**src/design/bbd_ram.sv**
```systemverilog
// ----------------------------------------------------------------------------
// bbd_ram: generic simple dual-port RAM
// One write port, one read port, read data registered.
// ----------------------------------------------------------------------------
module bbd_ram #(
  parameter int unsigned WIDTH = 8,
  parameter int unsigned DEPTH = 256
) (
  input  logic                     clk_i,
  input  logic                     we_i,
  input  logic [$clog2(DEPTH)-1:0] waddr_i,
  input  logic [WIDTH-1:0]         wdata_i,
  input  logic [$clog2(DEPTH)-1:0] raddr_i,
  output logic [WIDTH-1:0]         rdata_o
);

  logic [WIDTH-1:0] mem_q [DEPTH];

  // write port
  always_ff @(posedge clk_i) begin
    if (we_i) begin
      mem_q[waddr_i] <= wdata_i;
    end
  end

  // registered read port
  always_ff @(posedge clk_i) begin
    rdata_o <= mem_q[raddr_i];
  end

endmodule

```
**config.mk**
```make
export PLATFORM = sky130hd
export DESIGN_NAME = bbd_ram
export DESIGN_NICKNAME = d
export VERILOG_FILES = /design/src/design/bbd_ram.sv
export SDC_FILE = /design/constraint.sdc
export NUM_CORES = 2
export LEC_CHECK = 0
export BUFFER_PORTS_ARGS = -buffer_cell sky130_fd_sc_hd__clkbuf_2
export CAP_MARGIN = 20
export CORE_ASPECT_RATIO = 0.7
export CORE_UTILIZATION = 35
export CTS_CLUSTER_SIZE = 25
export DETAILED_ROUTE_END_ITERATION = 7
export PLACE_DENSITY = 0.53
export SLEW_MARGIN = 0
export SYNTH_ARGS = -nofsm -noshare
export SYNTH_HDL_FRONTEND = slang
export SYNTH_SLANG_ARGS = --single-unit
```
**constraint.sdc**
```tcl
create_clock -name clk_i -period 6.4 [get_ports clk_i]
set_clock_uncertainty 0.05 [all_clocks]
set_input_delay 0.32 -clock clk_i [delete_from_list [all_inputs] [get_ports clk_i]]
set_output_delay 0.32 -clock clk_i [all_outputs]
set_load 0.1 [all_outputs]
```
## Word-level counts from Yosys, hierarchy flattened

Memory sizes are Yosys's and may differ from the RTL's. A register that Yosys moved wholly into a read port is not among the register bits.
Cells that the tools add are included.

| cells by class | value |
|---|---|
| multiplexer cells | 2 |

Operator list:

| kind | count |
|---|---|
| 1-bit 2-to-1 mux | 2 |

| storage, ports and cells | value |
|---|---|
| bits in registers | 0 |
| bits in writable memories | 2048 |
| bits of input ports | 26 |
| output and inout port bits | 8 |
| word-level logic and storage cells | 3 |
| memories kept | 1 |

Memory list:

| memory | depth | width | read ports | clocked after memory_dff | wr ports | line | RTL |
|---|---|---|---|---|---|---|---|
| mem_q | 256 | 8 | 1 | 1 | 1 | 17 | `logic [WIDTH-1:0] mem_q [DEPTH];` |

## Longest topological paths before layout

| logic depth | value |
|---|---|
| depth after elaboration | 2 |
| depth in mapped cells | 11 |
| depth with buffers taken out | 6 |

## Least setup slack after synthesis

No wires, ideal clock.

| timing path | value |
|---|---|
| path kind | input to register |
| start point | input port raddr_i[0] |
| end point | register rdata_o[2] (read register of mem_q) |
| setup time | 131 ps |
| data arrival time | 2127 ps |
| required time | 6219 ps |
| setup slack | 4092 ps |
| stages on the path | 9 |
| buffers on the path | 4 |
| cell sequence | buf_6 buf_12 buf_8 buf_2 mux4_2 a22oi_1 a21oi_1 nor4_1 nor4_2 |

RTL lines:

| element | line | RTL |
|---|---|---|
| from (decl) | 13 | `input logic [$clog2(DEPTH)-1:0] raddr_i,` |
| to (decl) | 14 | `output logic [WIDTH-1:0] rdata_o` |

==> metrics.md <==
| Metric | Value |
|---|---|
| Clk root buf | `clkbuf_16` |
| Post-DP Area | `0.08314 mm²` |
| Total CTS buffers | `197` |
| Avg WL per Cell | `30.20 µm` |
| Switching share of power | `21.81%` |
| Status | `complete, but fails checks` |
| Flop pwr share | `53.7%` |
| Final GP Congestion | `0.8407` |
| Synth warn | `0` |
| Finished layout cell area | `0.08929 mm²` |
| PD cells | `310.3 mW/mm²` |
| CP required | `7.03 ns` |
| Post-Synth Adder-Cell Area | `0%` |
| Cells along the critical path | `buf_8 -> buf_12 -> buf_4 -> mux4_2 -> mux4_2 -> nor2_1 -> a2111oi_1 -> nor3_1 -> nor4_1` |
| R2R cell count | `6` |
| Register area share after synthesis | `77.50%` |
| Core ar. | `0.2260 mm²` |
| Unique masters post-synth | `55` |
| Leak | `26.98 nW` |
| IR drop worst, VDD | `211.1 µV` |
| CP peak stage delay | `0.88 ns` |
| Setup violations, final | `0` |
| Antenna violations before repair | `10` |
| CTS tree | `done` |
| R2R setup slack | `3.46 ns` |
| Row count | `146` |
| Slew margin rel. | `18.90%` |
| Grt total ovfl | `0` |
| Max-cap viol count | `0` |
| Largest family of logic cells by synthesized area | `multiplexers` |
| Starting DRT DRC Count | `4705` |
| Crit end category | `flip-flop` |
| First-pass GRT wire length | `299.6 mm` |
| Final Power | `27.71 mW` |
| Cell count after synthesis | `3733` |
| Pint | `21.66 mW` |
| Failing checks | `hold timing` |
| Wirelength, routed | `212.0 mm` |
| Clk pwr share | `41.2%` |
| Vias | `38670` |
| Final Hold Viols | `2` |
| Critical path launch point type | `input pin` |
| Synthesis-to-finish area growth | `12.24%` |
| Mapped Nets | `3759` |
| Share of cells above drive strength 1 | `21.81%` |
| Initial Utilization | `35.21%` |
| Vias in the first global route | `38220` |
| Die area | `0.2292 mm²` |
| WHS | `-0.02838 ns` |
| HP Class | `input pin to flip-flop` |
| Hold Crit Start | `wdata_i[2]` |
| Die Y | `400.9 µm` |
| Total GRT Usage | `18.37%` |
| Pre-antenna DRT Iters | `7` |
| I/O Buffers | `33` |
| EDFF count, synth | `2048` |
| Cell depth of the worst hold path | `1` |
| R2r endpoint | `rdata_o[5]$_DFF_P_` |
| Critical Path Fanout Max | `56` |
| Data arrival, critical path | `4.18 ns` |
| Top_reg_cell synth | `edfxtp_1` |
| Synth Register Bits | `2056` |
| Pins Over Slew Limit | `0` |
| RSZ-0062 raised after global routing | `no` |
| Die Width | `571.8 µm` |
| Setup_tns | `0 ns` |
| Worst flop-to-flop path startpoint | `mem_q[27][5]$_DFFE_PP_` |
| Mux contribution to synthesized area | `14.62%` |
| Nets@finish | `3861` |
| Synth Area in XOR/XNOR | `0%` |
| Syn_area_per_cell | `21.31 µm²` |
| Slowest cell on the critical path | `nor3_1` |
| Synth Area in Simple Gates | `2.628%` |
| Mapped Area | `0.07956 mm²` |
| Switching pwr | `6.045 mW` |
| Layout filler cell count | `20010` |
| Remaining antenna violation count after routing | `0` |
| Clock transition at the registers of the reported paths | `0.07 ns` |
| Vias per inst | `5.509` |
| Asr flop ratio synth | `0%` |
| Synth Area in Compound Gates | `3.419%` |
| Slew @ Worst Pin | `1.205 ns` |
| Clock tree buffer depth | `4` |
| Largest net degree at the start of global routing | `161` |
| Post-CTS sizing | `0` |
| Fin crit period | `3.550 ns` |
| CP Class | `input pin to flip-flop` |
| Clock insertion delay at the later pin of the skew report | `0.85 ns` |
| I/O pin count | `34` |
| Crit share post-route | `55.46%` |
| Part of the power in combinational logic | `5.2%` |
| Most frequent CP cell | `mux4_2` |
| H-tree levels | `4` |
| Post-route DRC | `0` |
| Maximum clock rate | `281.7 MHz` |
| DP Wirelength | `129.7 mm` |
| # clock sinks | `2056` |
| Worst hold endpoint | `mem_q[70][2]$_DFFE_PP_` |
## synthesized netlist by cell type (31+ instances only)
master       n  area share, %
mux2i_1    134            1.7
clkbuf_1   111           0.52
buf_2       31           0.20
nand2_1     33           0.16
nand3_1     34           0.21
nor2_1     282            1.3
mux4_2     454             13
edfxtp_1  2048             77
a22oi_1    133            1.3
nor2b_1     31           0.24
o221ai_1    46           0.51
a21oi_1     96           0.60
## how the worst max path moves through the flow
stage	start	endpoint	slack, ns	cells after the start
2_1_floorplan	raddr_i[0]	rdata_o[2]$_DFF_P_	4.09	9
3_3_place_gp	raddr_i[0]	rdata_o[1]$_DFF_P_	1.94	9
3_5_place_dp	raddr_i[0]	rdata_o[1]$_DFF_P_	1.94	9
4_1_cts	raddr_i[0]	rdata_o[1]$_DFF_P_	2.85	9
5_1_grt	raddr_i[0]	rdata_o[4]$_DFF_P_	2.65	9
6_report	raddr_i[0]	rdata_o[1]$_DFF_P_	2.85	9
## critical path: cells and delay by family
kind	cells	cell delay (ns)
mux	2	1.08
simple gates	3	1.14
buf+inv	3	1.35
compound gates	1	0.07
## power groups by stage
stage / registers (mW) / logic (mW) / clock network (mW)
after floorplan: 15.2 / 0.721 / 0
after global placement: 15.2 / 1.42 / 0
after detailed placement: 15.2 / 1.43 / 0
after CTS: 14.9 / 1.44 / 11.6
after global routing: 14.9 / 1.50 / 12.1
final: 14.9 / 1.43 / 11.4
## registers in the layout, summed over array words and instances (netlist names)
| name | cells |
|---|---|
| mem_q | 2048 |
| rdata_o | 8 |
## metal layers
metal  part of all wire (%)  track usage (%)  wire, µm
met5                 0.0061                0        13
met4                    1.5            3.231      3151
met3                    9.0            4.846     19050
met2                     43            25.78     91170
met1                     47            28.71     98570
## repair_timing
item | CTS | global route
hold buffers | 3 | 0
hold endpoints to repair | 125 | 0
buffers inserted | 0 | 0
## per-stage QoR
stage	std cells	hold WS, ns	utilization [%]	worst slack, ns
6_report	7019	-0.02838	39.52	2.850
5_1_grt	7015	0.01038	39.51	2.647
4_1_cts	7011	0.01523	39.50	2.849
3_5_place_dp	6665	0.7797	36.79	1.944
3_3_place_gp	6663	0.7694	36.78	1.936
2_1_floorplan	3733	0.3689	-	4.092
## final cells by class
type / count / area [µm²] / area share (%)
Antenna cell: 6 / 15.01 / 0.01681
Clock buffer: 233 / 5129 / 5.744
Clock inverter: 110 / 960.9 / 1.076
Inverter: 2 / 7.507 / 0.008407
Multi-Input combinational cell: 1442 / 16500 / 18.48
Sequential cell: 2056 / 61660 / 69.05
Tap cell: 3034 / 3796 / 4.251
Timing Repair Buffer: 136 / 1226 / 1.373
## cells in the final DEF (no fill, tap or decap), types with 10 or more instances in the layout
cell | netlist | final
o211ai_1 | 10 | 10
nor3_1 | 22 | 22
a22oi_1 | 133 | 133
edfxtp_1 | 2048 | 2048
o21ai_0 | 10 | 10
nor2b_1 | 31 | 28
nor4_1 | 24 | 24
bufinv_16 | 0 | 17
buf_8 | 13 | 11
nand2_1 | 33 | 32
mux4_2 | 454 | 454
a221oi_1 | 13 | 13
nand3_1 | 34 | 32
clkbuf_16 | 0 | 200
o22ai_1 | 28 | 28
buf_4 | 27 | 86
clkbuf_1 | 111 | 33
nand4_1 | 10 | 10
a21oi_1 | 96 | 96
clkinv_2 | 0 | 30
clkbuf_2 | 0 | 21
a211oi_1 | 16 | 16
o221ai_1 | 46 | 46
clkinv_1 | 1 | 53
mux2i_1 | 134 | 134
nor2_1 | 282 | 279
buf_12 | 8 | 12
## logic make-up (layout without fill, tap and decap cells)
group,after synthesis,in the layout
other,0,6
DFF,2056,2056
AOI/OAI and AO/OA,385,385
and+or+nand+nor,466,466
buffers and inverters,235,481
muxes,591,591
(Power assumes the default switching activity.)
