===== src/design/bbd_pkg.sv =====
// ----------------------------------------------------------------------------
// bbd_pkg: shared types and helpers for the bilinear Bayer demosaic unit
// Sizes, pipeline item and result types, and the per-pixel color
// reconstruction used by the window stage.
// ----------------------------------------------------------------------------
package bbd_pkg;

  // line buffer depth (maximum pixels per row)
  localparam int unsigned MAX_WIDTH = 256;
  localparam int unsigned PIX_W     = 8;
  localparam int unsigned CFG_W     = 9;
  localparam int unsigned COL_W     = $clog2(MAX_WIDTH);
  // width used for compares between the register and the buffer depth
  localparam int unsigned CMP_W     = ($clog2(MAX_WIDTH + 1) > CFG_W) ?
                                      $clog2(MAX_WIDTH + 1) : CFG_W;
  localparam int unsigned LINE_W    = 2 * PIX_W;
  localparam logic [CFG_W-1:0] WIDTH_RESET = CFG_W'(256);

  // output queue sizing
  localparam int unsigned FIFO_DEPTH = 3;
  localparam int unsigned FPTR_W     = 2;

  typedef logic [COL_W-1:0] col_t;
  typedef logic [PIX_W-1:0] pix_t;

  // 3x3 window, [row 0 top .. 2 bottom][col 0 left .. 2 right]
  typedef logic [2:0][2:0][PIX_W-1:0] win_t;

  // one accepted beat with its position context
  typedef struct packed {
    logic       drain;
    pix_t       pix;
    col_t       col;
    logic [1:0] rows_seen;
    logic       parity;
    logic       row_end;
  } item_t;

  typedef struct packed {
    pix_t red;
    pix_t green;
    pix_t blue;
    logic last_in_run;
    logic frame_done;
  } result_t;

  // results produced by one window step
  typedef struct packed {
    logic [1:0] count;
    result_t    res0;
    result_t    res1;
  } push_t;

  // window stage status toward the front end
  typedef struct packed {
    logic valid;
    logic fire;
    col_t col;
  } s1_status_t;

  typedef struct packed {
    logic              we;
    col_t              addr;
    logic [LINE_W-1:0] data;
  } ram_wr_t;

  // Bilinear reconstruction of the center pixel of a window.
  function automatic result_t emit_pixel(win_t w, logic even_row, logic even_col);
    result_t r;
    pix_t    cen;
    pix_t    cross_avg;
    pix_t    diag;
    pix_t    vert;
    pix_t    horz;
    cen       = w[1][1];
    cross_avg = pix_t'(w[1][0] >> 2) + pix_t'(w[1][2] >> 2) +
                pix_t'(w[0][1] >> 2) + pix_t'(w[2][1] >> 2);
    diag  = pix_t'(w[0][0] >> 2) + pix_t'(w[0][2] >> 2) +
            pix_t'(w[2][0] >> 2) + pix_t'(w[2][2] >> 2);
    vert  = pix_t'(w[0][1] >> 1) + pix_t'(w[2][1] >> 1);
    horz  = pix_t'(w[1][0] >> 1) + pix_t'(w[1][2] >> 1);
    r.last_in_run = 1'b0;
    r.frame_done  = 1'b0;
    if (even_row) begin
      if (even_col) begin
        r.red = cen;  r.green = cross_avg; r.blue = diag;
      end else begin
        r.red = horz; r.green = cen;       r.blue = vert;
      end
    end else begin
      if (even_col) begin
        r.red = vert; r.green = cen;       r.blue = horz;
      end else begin
        r.red = diag; r.green = cross_avg; r.blue = cen;
      end
    end
    return r;
  endfunction

endpackage


===== src/design/bbd_out_fifo.sv =====
// ----------------------------------------------------------------------------
// bbd_out_fifo: output result queue
// Three-entry queue taking up to two results per cycle, one beat out.
// ----------------------------------------------------------------------------
module bbd_out_fifo (
  input  logic             clk_i,
  input  logic             rst_ni,
  input  bbd_pkg::push_t   push_i,
  output logic [1:0]       free_o,
  output logic             out_valid_o,
  input  logic             out_ready_i,
  output bbd_pkg::result_t out_res_o
);
  import bbd_pkg::*;

  result_t           mem_q [FIFO_DEPTH];
  logic [FPTR_W-1:0] wptr_q;
  logic [FPTR_W-1:0] rptr_q;
  logic [1:0]        cnt_q;
  logic              pop;
  logic [FPTR_W-1:0] wptr_nx;

  function automatic logic [FPTR_W-1:0] ptr_inc(logic [FPTR_W-1:0] p);
    return (p == FPTR_W'(FIFO_DEPTH - 1)) ? '0 : p + FPTR_W'(1);
  endfunction

  assign out_valid_o = (cnt_q != 2'd0);
  assign pop         = out_valid_o && out_ready_i;
  assign out_res_o   = mem_q[rptr_q];
  assign free_o      = 2'(FIFO_DEPTH) - cnt_q;
  assign wptr_nx     = ptr_inc(wptr_q);

  // entry writes
  always_ff @(posedge clk_i) begin
    if (push_i.count != 2'd0) begin
      mem_q[wptr_q] <= push_i.res0;
    end
    if (push_i.count == 2'd2) begin
      mem_q[wptr_nx] <= push_i.res1;
    end
  end

  // pointers and fill count
  always_ff @(posedge clk_i or negedge rst_ni) begin
    if (!rst_ni) begin
      wptr_q <= '0;
      rptr_q <= '0;
      cnt_q  <= '0;
    end else begin
      if (push_i.count == 2'd1) begin
        wptr_q <= wptr_nx;
      end else if (push_i.count == 2'd2) begin
        wptr_q <= ptr_inc(wptr_nx);
      end
      if (pop) begin
        rptr_q <= ptr_inc(rptr_q);
      end
      cnt_q <= cnt_q + push_i.count - {1'b0, pop};
    end
  end

endmodule


===== config.mk =====
export PLATFORM = sky130hd
export DESIGN_NAME = bbd_out_fifo
export DESIGN_NICKNAME = d
export VERILOG_FILES = /design/src/design/bbd_pkg.sv /design/src/design/bbd_out_fifo.sv
export SDC_FILE = /design/constraint.sdc
export NUM_CORES = 1
export LEC_CHECK = 0
export BUFFER_PORTS_ARGS = -buffer_cell sky130_fd_sc_hd__buf_2
export CAP_MARGIN = 40
export CORE_UTILIZATION = 55
export CTS_BUF_LIST = sky130_fd_sc_hd__clkbuf_8
export CTS_CLUSTER_SIZE = 20
export DETAILED_ROUTE_END_ITERATION = 8
export PLACE_DENSITY_LB_ADDON = 0.08
export SETUP_SLACK_MARGIN = 0.15
export SYNTH_ARGS = -nofsm -noshare
export SYNTH_HDL_FRONTEND = slang
export SYNTH_SLANG_ARGS = --single-unit

===== constraint.sdc =====
create_clock -name clk_i -period 3.55 [get_ports clk_i]
set_input_delay 0.355 -clock clk_i [delete_from_list [all_inputs] [get_ports clk_i]]
set_output_delay 0.355 -clock clk_i [all_outputs]
set_load 0.005 [all_outputs]

# Word level (Yosys, flattened, before mapping)
# Memory sizes are Yosys's and may differ from the RTL's.
# Index checks and enable logic that the tools add are counted.
totals:
  memories: 1
  in_bits: 57
  word_cells: 28
  reg_bits: 6
  romBits: 0
  output_inout_bits: 29
  latchBits: 0
  ram_bits: 78
classes:
  div: 0
  n_addsub: 6
  n_lt_le_gt_ge: 0
  n_eq_ne: 5
  multipliers: 0
  n_reduce_logical: 4
  mux: 9
  n_shift: 0
  bitwise: 0
memory_table:
  columns: ["name", "words", "word_bits", "read_ports", "rd_clocked_by_memory_dff", "write_ports", "line", "source"]
  rows:
  - ["mem_q", 3, 26, 1, 0, 2, "bbd_out_fifo.sv:16", "result_t mem_q [FIFO_DEPTH];"]
op_table:
  columns: ["op", "n"]
  rows:
  - ["two-way mux 2 bit", 5]
  - ["== test 2 bit (second input constant)", 4]
  - ["adder 2 x 1 -> 2 bit (second input constant)", 3]
  - ["nonzero test 2 bit", 3]
  - ["two-way mux 1 bit", 4]
  - ["adder 2 bit", 1]
  - ["== test 2 x 1 -> 1 bit (second input constant)", 1]
  - ["subtractor 2 x 1 -> 2 bit", 1]
  - ["subtractor 2 bit (first input constant)", 1]
  - ["logical AND 1 bit", 1]

# Logic depth before layout (Yosys ltp)
logic_depth:
  word_depth: 6
  mapped_depth: 7
  depth_no_buf: 7

# Least setup slack after synthesis
# Ideal clock, no wire load.
synth_path:
  path_type: "in2reg"
  start: "input push_i[52] in the netlist's numbering"
  end: "memory mem_q[1][0] in the netlist's numbering, enable pin"
  required_time_ps: 3101
  arrival_ps: 2695
  path_slack_ps: 406
  stages: 4
  setup_ps: 449
  path_buffers: 0
  cell_sequence: "inv_1 ha_1 nor2_1 a211oi_1"
synth_lines:
  columns: ["item", "line", "source"]
  rows:
  - ["start: declaration", "bbd_out_fifo.sv:8", "input bbd_pkg::push_t push_i,"]
  - ["end: declaration", "bbd_out_fifo.sv:16", null]

==> run summary <==
The flow ran to the end, and the final reports show no timing, DRC or antenna violations. The tree is rooted in a clkbuf_8. The tools report the combinational group share of total power as 34.8%. Yosys mapped a number of flops with a built-in enable equal to 78. The logs give 0 for the total congestion overflow after global routing and 4 for the number of detailed-routing iterations run before antenna repair. The number of antenna diodes in the final layout is 0. The clock tree synthesis step divided the H-tree into 3 levels. For the sequential-to-total area share from yosys stat, the log shows 58.7%. The final-report hold violation count was 0; the width of the die was 89.8 um. TritonCTS created 9 clock buffers.

In the global route stage, overall resource usage came out at 21.5%. At the worst endpoint, the required time is 3.57 ns. For flop-to-flop paths, the worst setup slack is 1.11 ns. The cell count after synthesis came out at 294. Setup repair after global routing left no endpoint under its margin. The tools report the hold path startpoint as push_i[52]. For the non-filler instance count after layout, the log shows 484. Using the TritonRoute via totals, the vias-per-cell ratio works out to 5.40.

The routed wire length per instance works out to 16.8 um. The fraction of power consumed by sequential logic is 46.9%. The longest clock path from root to sink contains 2 buffers. The detailed router placed 2,613 vias in this run.

The share of total power consumed by net switching was 32.5%. The number of endpoints failing setup at the final stage was 0; the minimum clock period after layout was 2.44 ns. The run gives 2.46 ns as the arrival time at the worst endpoint. The internal power of the cells totals 2.35 mW.

Counting every net in the synthesized netlist gives 356. For the final database, setup skew stands at 0.00681 ns. For the core area, the log shows 7370 um2. Overall power consumption after layout is estimated at 3.49 mW. The cell area power density is 701 nW/um2, and the pin slew with the least headroom to its limit is 0.839 ns. Including well taps, the total number of placed cells is 467. Setup slack closes at 1.11 ns. Counting every sink on the clock net gives 84. The share of the cycle needed by the critical path after routing is 68.7%.

The Yosys step of the flow raised 0 warnings. The depth of the worst register-to-register path works out to 3. For the number of global-route vias before repair, the log shows 2,678.

The leading cell type in the layout, fill and taps excluded is buf_2. In this run the critical register-to-register path is captured at mem_q[2][25]. Each instance of the synthesized netlist takes up on average 14.4 um2. The number of max-slew violations in the final report was 0; the fraction of post-synthesis cell area in the top cell type by area was 55.2%.

Adding up every negative setup slack in the final design gives 0 ns. The count of buffers added on input and output ports is 85. The die covers 8070 um2. The wire length of the first global-routing pass is 13.3 mm. Relative to the synthesized area, the layout overhead comes to 17.2%. The floorplan has 31 rows. The peak clock frequency supported by timing came out at 410 MHz. For this design the total switching power over the nets is 1.13 mW. Summed over all layers, the routed wires come to 8.12 mm. Clock-pin slew was measured on the worst setup and hold paths at 0.08 ns.

Prior to clock tree synthesis, the placed netlist has a worst setup slack of 1.03 ns. For the number of DRC markers after the initial detailed-route iteration, the log shows 129. After synthesis, the cell types taking the most area are edfxtp_1, mux2_2, mux2i_1, dfrtp_1, o21ai_0.

The tool flagged a number of max-cap violations equal to 0. The capture endpoint of the worst hold path is cnt_q[0]. The tools report the pin count of the biggest net entering global routing as 30. The critical path is of the flop to flop type.

Peak supply drop: 0.366 mV. Per report_power, the clock group accounts for 18.3% of the total. Headroom to the max-slew limit came out at 44.0%.

The leading area contributor after synthesis is edfxtp_1. The fraction of final layout cells with drive strength greater than 1 is 49.9%. The tightest min-delay check is of the primary input to flop type. In this run the critical register-to-register path is launched from wptr_q[0]. The tools report the initial antenna violation count as 0. The synthesized netlist occupies a cell area of 4240 um2. The post-detailed-route count of antenna-violating nets is 0. Type of origin of the critical path: a flop.

Counting distinct cell types in the post-synthesis netlist gives 25. Leaving out fill and tap cells, the most frequent cells in the layout are buf_2, mux2_2, edfxtp_1, o21ai_0, nand2_1. The post-cts gate resize count was 0; the number of cells traversed by the worst hold path was 2. The congestion estimate from routability-driven global placement came to 0.715. For this run, the leading register cell type out of synthesis is edfxtp_1. The tools report the post-route DRC violation count as 0. Capturing element type of the critical path: a flop.

In this run the static leakage power is 1.96 nW. TritonCTS built the clock tree. Detailed placer's ending HPWL: 5.12 mm. After the last flow step, the layout net total stands at 442. At the later pin of the worst-skew pair, clock insertion delay measures 0.34 ns. The height of the die was 89.8 um; the maximum fanout along the worst path was 19.

The starting utilization of the core area was 57.6%. In this run, synthesis produced a sequential element count of 84. During I/O placement, the number of pins put on the boundary was 86. Counting flops with an async set or reset pin after synthesis yields a share of 7.14%.
[power by group through the flow]
stage / Combinational, mW / Sequential [mW] / Clock, mW
finish: 1.21 / 1.64 / 0.638
detailed placement: 1.23 / 1.66 / 0
floorplan: 0.837 / 1.56 / 0
global route: 1.35 / 1.68 / 0.693
global placement: 1.13 / 1.71 / 0
CTS: 1.23 / 1.64 / 0.652
[sequential cells by signal (all words and copies together) (netlist names)]
name and cells:
wptr_q 2, rptr_q 2, cnt_q 2, mem_q 78
[how the worst max path moves through the flow]
stage | from | endpoint | slack (ns) | cells after the start
global route | wptr_q[0] | mem_q[2][25] | 0.96 | 3
detailed placement | push_i[52] | mem_q[2][5] | 1.03 | 6
global placement | push_i[52] | mem_q[2][3] | 1.13 | 6
floorplan | push_i[52] | mem_q[1][0] | 0.41 | 4
finish | wptr_q[0] | mem_q[2][25] | 1.11 | 3
CTS | wptr_q[0] | mem_q[2][25] | 1.10 | 3
[logic make-up (layout without fill, tap and decap cells)]
family	count (synthesis)	count (layout)	share of synthesized area, %
fa+ha+maj	5	5	1.47
flops	84	84	58.7
buf+inv	25	116	3.42
xor+xnor	4	4	0.826
mux	106	106	27.4
simple gates	38	38	4.22
compound gates	32	32	3.98
[area by class of cell]
cell class	instances	area, um2
fill	568	2390
tap	99	124
inverter	7	26.3
clock inverter	7	60.1
sequential	84	2490
multi-input combinational	185	1650
timing repair buffer	93	500
clock buffer	9	124
[routing by layer]
layer / global-route usage [%] / wire length [um] / part of all wire, %
met2: 37.2 / 4120 / 51
met1: 27.1 / 3600 / 44
met5: 0 / 0 / 0
met4: 6.15 / 72 / 0.89
met3: 4.82 / 334 / 4.1
[cells in the mapped netlist, types with 3 or more instances]
cell	number
ha_1	5
nand2b_1	3
buf_6	5
dfrtp_1	6
clkbuf_1	6
nor2_1	3
inv_1	7
nand2_1	27
mux2_2	79
o21ai_0	28
buf_2	5
mux2i_1	26
edfxtp_1	78
[through the flow]
| step | utilization, % | instance area [um2] | hold WS, ns |
|---|---|---|---|
| 2_1_floorplan | - | 4240 | 0.0594 |
| 3_3_place_gp | 64.6 | 4760 | 0.193 |
| 3_5_place_dp | 64.9 | 4780 | 0.185 |
| 4_1_cts | 67.5 | 4970 | 0.282 |
| 5_1_grt | 67.5 | 4970 | 0.286 |
| 6_report | 67.5 | 4970 | 0.293 |
[critical path, stage by stage (launching register included)]
cell,delay (ns)
dfrtp_1,0.68
nand3b_1,0.67
o31ai_4,0.37
buf_4,0.39
[what timing repair did]
action,4_1_cts,5_1_grt
endpoints found under the hold margin,6,0
setup buffers,0,0
hold buffers,1,0
Note: power is estimated with default switching activity, not from simulation.
