File: src/design/bbd_pkg.sv
// ----------------------------------------------------------------------------
// bbd_pkg: shared types and helpers for the bilinear Bayer demosaic unit
// Sizes, pipeline item and result types, and the per-pixel color
// reconstruction used by the window stage.
// ----------------------------------------------------------------------------
package bbd_pkg;

  // line buffer depth (maximum pixels per row)
  localparam int unsigned MAX_WIDTH = 256;
  localparam int unsigned PIX_W     = 8;
  localparam int unsigned CFG_W     = 9;
  localparam int unsigned COL_W     = $clog2(MAX_WIDTH);
  // width used for compares between the register and the buffer depth
  localparam int unsigned CMP_W     = ($clog2(MAX_WIDTH + 1) > CFG_W) ?
                                      $clog2(MAX_WIDTH + 1) : CFG_W;
  localparam int unsigned LINE_W    = 2 * PIX_W;
  localparam logic [CFG_W-1:0] WIDTH_RESET = CFG_W'(256);

  // output queue sizing
  localparam int unsigned FIFO_DEPTH = 3;
  localparam int unsigned FPTR_W     = 2;

  typedef logic [COL_W-1:0] col_t;
  typedef logic [PIX_W-1:0] pix_t;

  // 3x3 window, [row 0 top .. 2 bottom][col 0 left .. 2 right]
  typedef logic [2:0][2:0][PIX_W-1:0] win_t;

  // one accepted beat with its position context
  typedef struct packed {
    logic       drain;
    pix_t       pix;
    col_t       col;
    logic [1:0] rows_seen;
    logic       parity;
    logic       row_end;
  } item_t;

  typedef struct packed {
    pix_t red;
    pix_t green;
    pix_t blue;
    logic last_in_run;
    logic frame_done;
  } result_t;

  // results produced by one window step
  typedef struct packed {
    logic [1:0] count;
    result_t    res0;
    result_t    res1;
  } push_t;

  // window stage status toward the front end
  typedef struct packed {
    logic valid;
    logic fire;
    col_t col;
  } s1_status_t;

  typedef struct packed {
    logic              we;
    col_t              addr;
    logic [LINE_W-1:0] data;
  } ram_wr_t;

  // Bilinear reconstruction of the center pixel of a window.
  function automatic result_t emit_pixel(win_t w, logic even_row, logic even_col);
    result_t r;
    pix_t    cen;
    pix_t    cross_avg;
    pix_t    diag;
    pix_t    vert;
    pix_t    horz;
    cen       = w[1][1];
    cross_avg = pix_t'(w[1][0] >> 2) + pix_t'(w[1][2] >> 2) +
                pix_t'(w[0][1] >> 2) + pix_t'(w[2][1] >> 2);
    diag  = pix_t'(w[0][0] >> 2) + pix_t'(w[0][2] >> 2) +
            pix_t'(w[2][0] >> 2) + pix_t'(w[2][2] >> 2);
    vert  = pix_t'(w[0][1] >> 1) + pix_t'(w[2][1] >> 1);
    horz  = pix_t'(w[1][0] >> 1) + pix_t'(w[1][2] >> 1);
    r.last_in_run = 1'b0;
    r.frame_done  = 1'b0;
    if (even_row) begin
      if (even_col) begin
        r.red = cen;  r.green = cross_avg; r.blue = diag;
      end else begin
        r.red = horz; r.green = cen;       r.blue = vert;
      end
    end else begin
      if (even_col) begin
        r.red = vert; r.green = cen;       r.blue = horz;
      end else begin
        r.red = diag; r.green = cross_avg; r.blue = cen;
      end
    end
    return r;
  endfunction

endpackage

File: src/design/bbd_window.sv
// ----------------------------------------------------------------------------
// bbd_window: window stage of the demosaic unit
// Takes the line buffer read data, shifts the 3x3 window, writes the rows
// back and forms up to two RGB results per beat.
// ----------------------------------------------------------------------------
module bbd_window (
  input  logic               clk_i,
  input  logic               rst_ni,
  input  logic               in_fire_i,
  input  bbd_pkg::item_t     item_i,
  input  logic [bbd_pkg::LINE_W-1:0] ram_rdata_i,
  input  logic [1:0]         fifo_free_i,
  output bbd_pkg::s1_status_t status_o,
  output bbd_pkg::ram_wr_t   ram_wr_o,
  output bbd_pkg::push_t     push_o
);
  import bbd_pkg::*;

  item_t      s1_q;
  logic       s1_valid_q;
  win_t       win_q;
  win_t       win_new;
  win_t       win_base;
  win_t       win_end;
  pix_t       above;
  pix_t       two;
  logic       has_mid;
  logic       has_end;
  logic [1:0] need;
  logic       fire;
  result_t    res_mid;
  result_t    res_end;

  // masked line data: rows above the image read as zero
  assign above = (s1_q.rows_seen != 2'd0) ? ram_rdata_i[LINE_W-1:PIX_W] : '0;
  assign two   = s1_q.rows_seen[1] ? ram_rdata_i[PIX_W-1:0] : '0;

  // window shift, cleared at the row start; end window pads zeros at right
  always_comb begin
    win_base = (s1_q.col == '0) ? '0 : win_q;
    win_new[0][2] = two;
    win_new[1][2] = above;
    win_new[2][2] = s1_q.pix;
    for (int r = 0; r < 3; r++) begin
      win_new[r][0] = win_base[r][1];
      win_new[r][1] = win_base[r][2];
      win_end[r][0] = win_new[r][1];
      win_end[r][1] = win_new[r][2];
      win_end[r][2] = '0;
    end
  end

  // result count and step condition against queue room
  assign has_mid = (s1_q.rows_seen != 2'd0) && (s1_q.col != '0);
  assign has_end = (s1_q.rows_seen != 2'd0) && s1_q.row_end;
  assign need    = {1'b0, has_mid} + {1'b0, has_end};
  assign fire    = s1_valid_q && (need <= fifo_free_i);

  // color reconstruction
  always_comb begin
    res_mid = emit_pixel(win_new, s1_q.parity, s1_q.col[0]);
    res_end = emit_pixel(win_end, s1_q.parity, ~s1_q.col[0]);
    res_end.frame_done  = s1_q.drain;
    res_end.last_in_run = 1'b1;
    res_mid.last_in_run = ~has_end;
    push_o.count = fire ? need : 2'd0;
    if (has_mid) begin
      push_o.res0 = res_mid;
      push_o.res1 = res_end;
    end else begin
      push_o.res0 = res_end;
      push_o.res1 = res_end;
    end
  end

  // write back: current row moves to line_above, old line_above moves down
  assign ram_wr_o.we   = fire;
  assign ram_wr_o.addr = s1_q.col;
  assign ram_wr_o.data = {s1_q.pix, ram_rdata_i[LINE_W-1:PIX_W]};

  assign status_o.valid = s1_valid_q;
  assign status_o.fire  = fire;
  assign status_o.col   = s1_q.col;

  // stage valid and window state
  always_ff @(posedge clk_i or negedge rst_ni) begin
    if (!rst_ni) begin
      s1_valid_q <= 1'b0;
      win_q      <= '0;
    end else begin
      if (in_fire_i) begin
        s1_valid_q <= 1'b1;
      end else if (fire) begin
        s1_valid_q <= 1'b0;
      end
      if (fire) begin
        win_q <= win_new;
      end
    end
  end

  // stage payload
  always_ff @(posedge clk_i) begin
    if (in_fire_i) begin
      s1_q <= item_i;
    end
  end

endmodule

File: config.mk
export PLATFORM = sky130hd
export DESIGN_NAME = bbd_window
export DESIGN_NICKNAME = d
export VERILOG_FILES = /design/src/design/bbd_pkg.sv /design/src/design/bbd_window.sv
export SDC_FILE = /design/constraint.sdc
export NUM_CORES = 1
export LEC_CHECK = 0
export BUFFER_PORTS_ARGS = -buffer_cell sky130_fd_sc_hd__buf_2
export CORE_MARGIN = 8
export CORE_UTILIZATION = 40
export CTS_CLUSTER_SIZE = 28
export DETAILED_ROUTE_END_ITERATION = 12
export PLACE_DENSITY = 0.7
export REMOVE_ABC_BUFFERS = 1
export SLEW_MARGIN = 10
export SYNTH_ARGS = -nofsm -noshare
export SYNTH_HDL_FRONTEND = slang
export SYNTH_SLANG_ARGS = --single-unit
File: constraint.sdc
create_clock -name clk_i -period 15.3 [get_ports clk_i]
set_input_delay 3.06 -clock clk_i [delete_from_list [all_inputs] [get_ports clk_i]]
set_output_delay 3.06 -clock clk_i [all_outputs]
set_load 0.05 [all_outputs]
# Word level (Yosys, flattened, before mapping)

Index checks and enable logic that the tools add are counted.

Flip-flop bits (word level): 94
Bits of input ports: 42
Output and inout port bits: 89
Logic and storage cells: 51

$add $sub $neg: 13
Magnitude comparators: 1
Multiplexer cells: 13
Bitwise logic cells: 1
Reduce and logical (&&, ||, !) cells: 7

Operator list:

| cell                                   | count |
|---|---|
| 24-bit 2-to-1 mux                      | 6 |
| 72-bit 2-to-1 mux                      | 1 |
| 52-bit 2-to-1 mux                      | 1 |
| 6-bit by 6-bit adder with 7-bit output | 4 |
| 7-bit by 6-bit adder with 8-bit output | 3 |
| 7-bit by 7-bit adder with 8-bit output | 3 |
| 8-bit by 6-bit adder with 8-bit output | 2 |
| 8-bit 2-to-1 mux                       | 2 |
| 8-bit zero test                        | 1 |
| 8-bit nonzero test                     | 1 |
| 2-bit nonzero test                     | 2 |
| 1-bit logical AND                      | 3 |
| 1-bit by 1-bit adder with 2-bit output | 1 |
| 2-bit less-or-equal comparator         | 1 |
| 1-bit 2-to-1 mux                       | 2 |
| 2-bit 2-to-1 mux                       | 1 |
| 1-bit NOT                              | 1 |

# Depth between registers and ports, before layout

Depth after elaboration: 8
Gate-level depth with buffers: 19
Mapped depth without buffers: 15

# Least setup slack after synthesis

Ideal clock, no wire load.

Path type: input-to-output
From: input ram_rdata_i[2] (netlist bit)
To: output push_o[33] (netlist bit)
Arrival time: 6.227 ns
Required time: 12.240 ns
Slack: 6.013 ns
Cell stages on the path: 9
Path buffers: 0
Cell sequence: nand2_1 > inv_1 > ha_1 > a211oi_1 > o21bai_1 > a21oi_1 > xor2_1 > a221oi_1 > o32a_1

RTL lines:

| what        | RTL line         | source |
|---|---|---|
| from (decl) | bbd_window.sv:11 | `input logic [bbd_pkg::LINE_W-1:0] ram_rdata_i,` |
| to (decl)   | bbd_window.sv:15 | `output bbd_pkg::push_t push_o` |

==> qor.yml <==
outcome:
  status: "finished, final reports clean"
worst_setup_path:
  startpoint_type: "input pin"
  r2r_start: "ram_wr_o[16]"
  r2r_end: "win_q[38]"
  reg2reg_slack_ns: 11.81
  end_kind: "output pin"
  cp_cell_sequence: "buf_2, o21ai_2, inv_1, fa_1, ha_1, inv_1, fa_1, nor2b_1, o21ai_0, and3_1, o311ai_0, o21a_1, buf_2"
  cp.required_ns: 12.24
  crit_type: "input pin to output pin"
  cp_slowest_cell: "fa_1"
  rr_worst_depth: 13
  worstPathArrival_ns: 6.14
  cp_max_fo: 6
  max_stage_delay_ns: 0.58
finish:
  final_cell_mix: "buf_2 (128), nand2_1 (88), inv_1 (69)"
  antenna_cells: 0
  n_fill_cell: 1601
  nets: 954
  area_delta_synth_final_pct: 12.82
  final_common_cell: "buf_2"
  drive_above_1_share: 0.2321
  instances_no_fill: 1060
clock_tree:
  cts-htree-levels: 3
  clockBufferDepth: 2
  cts_root_buffer: "clkbuf_16"
  post_cts_buffers: 0
  clk_pin_slew_ns: 0.05
  numCtsBuffers: 9
  tritoncts: "built"
  clk_latency_ns: 0.34
  clkSinkCount: 63
  hold_buffers: 0
  cts-resized-gates: 0
grt:
  track_usage: 0.1865
  grt_max_degree: 67
  overflow: 0
  use_met1: 0.2346
  grt_first_pass_wirelength_mm: 31.67
  met3_usage: 0.03327
  grt_pass1_vias: 5886
  grt_busiest_layer: "met2"
  antenna_found_initial: 0
  grt_util_met2: 0.3182
logic_synthesis:
  ys_seq_area_frac: 0.2507
  postSynthAreaPerCell_um2: 8.790
  yosysUniqueCellTypes: 77
  ys.flop_type: "dfrtp_1"
  syn_area_um2: 6706
  syn_inst: 763
  synth_edf_count: 21
  yosysTopAreaCell: "dfrtp_1"
  yosys_register_bits: 63
  async_flop_share: 0.6667
  yosysTopAreaCellShare: 0.1567
  yosys_warnings: 0
  synth_area_leaders: "dfrtp_1 (16%), fa_1 (9.6%), edfxtp_1 (9.4%)"
route:
  detail_route.wl_per_cell_um: 18.80
  vias: 5877
  firstDrtPassIters: 7
  viasPerCell: 5.544
  drcViolationCount: 0
  postRouteAntennaNets: 0
  routed_wl_mm: 19.93
  drtIter0Drc: 507
sta:
  finalSetupTns_ns: 0
  slew_violations: 0
  report.final.hold_viol_count: 0
  max_freq_mhz: 108.7
  whs_ns: 0.4703
  setup_viol: 0
  relSlewSlack: 0.3068
  rsz0062_at_grt: "no"
  fin_crit_ns: 9.203
  period_share: 0.6015
  fin_skew_ns: 0.007394
  max_slew.worst_pin.slew_ns: 1.040
floorplan:
  die-area_um2: 21170
  die_w_um: 145.5
  initial_core_util: 0.4073
  placeableCoreArea_um2: 16470
  die_y_um: 145.5
  ios: 131
  num_rows: 47
run:
  maxCapViolCount: 0
hold_path:
  min_path_type: "register to register"
  min_to: "win_q[20]"
  whs_path_depth: 2
  hp-start: "win_q[20]"
placed_design:
  dp.cells: 1044
  hpwl_mm: 15.64
  routabilityCongestion: 0.9108
  portBuffers: 128
power:
  powerDensity_nw_per_um2: 244.9
  ir_worst_vdd_uv: 157.9
  power.leakage_uw: 0.003655
metrics by stage:
step	setup WS, ns	total power [uW]	util	cell area, um2
finish	6.097	1853	0.4595	7566
global route	5.994	1994	0.4595	7566
floorplan	6.013	1280	-	6257
detailed placement	6.127	1606	0.4390	7228
CTS	6.121	1854	0.4595	7566
global placement	6.140	1582	0.4390	7228
synth_stat cells, types with 8 or more instances:
master,count
xor2_1,8
fa_1,32
inv_1,69
and2_1,32
edfxtp_1,21
a21o_1,17
buf_4,39
a31oi_1,8
buf_2,8
ha_1,45
nor2_1,40
xnor2_1,15
mux4_2,9
o21ai_0,48
o211ai_1,8
nor2b_1,12
dfrtp_1,42
nand2_1,89
mux2_2,18
nand3_1,9
a211oi_1,16
clkbuf_1,20
a21oi_1,42
worst max-delay path by stage:
stage | startpoint | to | slack (ns) | cells after the start
3_5_place_dp | ram_rdata_i[11] | push_o[41] | 6.13 | 13
2_1_floorplan | ram_rdata_i[2] | push_o[33] | 6.01 | 9
5_1_grt | ram_rdata_i[11] | push_o[43] | 5.99 | 14
3_3_place_gp | ram_rdata_i[11] | push_o[41] | 6.14 | 13
6_report | ram_rdata_i[11] | push_o[41] | 6.10 | 13
4_1_cts | ram_rdata_i[11] | push_o[41] | 6.12 | 13
metal layers:
layer,up-vias,part of all wire
met5,-,0
met4,0,0.019
met3,23,0.062
met2,226,0.48
met1,2842,0.44
li1,2786,-
registers in the layout, indices dropped and copies added, names as in the netlist:
| signal | cells |
|---|---|
| win_q | 41 |
| s1_valid_q | 1 |
| ram_wr_o | 16 |
| res_end | 1 |
| s1_q | 4 |
critical path, delay by kind of cell:
family	cells	cell delay, ns
AO/OA/AOI/OAI	4	0.86
adder cells (fa/ha/maj)	3	1.16
buffers and inverters	4	0.65
AND/OR/NAND/NOR	2	0.40
where the power goes:
| group | total [uW] | leakage, uW | internal (uW) | switching [uW] |
|---|---|---|---|---|
| registers | 256 | 0.000736 | 221 | 34.6 |
| logic | 1360 | 0.00275 | 475 | 884 |
| clock network | 238 | 0.000166 | 159 | 79.3 |
| total | 1850 | 0.00366 | 855 | 998 |
layout make-up:
type                            count  area [um2]  share of cell area
Clock buffer                       10       229.0             0.03026
Clock inverter                      6       108.9             0.01439
Inverter                           71       266.5             0.03522
Multi-Input combinational cell    555        4312              0.5699
Sequential cell                    63        1682              0.2223
Tap cell                          220       275.3             0.03638
Timing Repair Buffer              135       693.2             0.09162
cell families (layout without fill, tap and decap cells):
| logic type | after synthesis | after routing | share of synthesized area |
|---|---|---|---|
| xor gates and xnor gates | 23 | 23 | 0.03004 |
| muxes | 33 | 33 | 0.06940 |
| DFF | 63 | 63 | 0.2507 |
| AOI/OAI and AO/OA | 204 | 204 | 0.2037 |
| buffers and inverters | 145 | 222 | 0.1067 |
| adders and majority gates | 77 | 77 | 0.1795 |
| and+or+nand+nor | 217 | 217 | 0.1593 |
| other | 1 | 1 | 0.0005592 |
No activity file was read; power rests on OpenSTA's default activity.
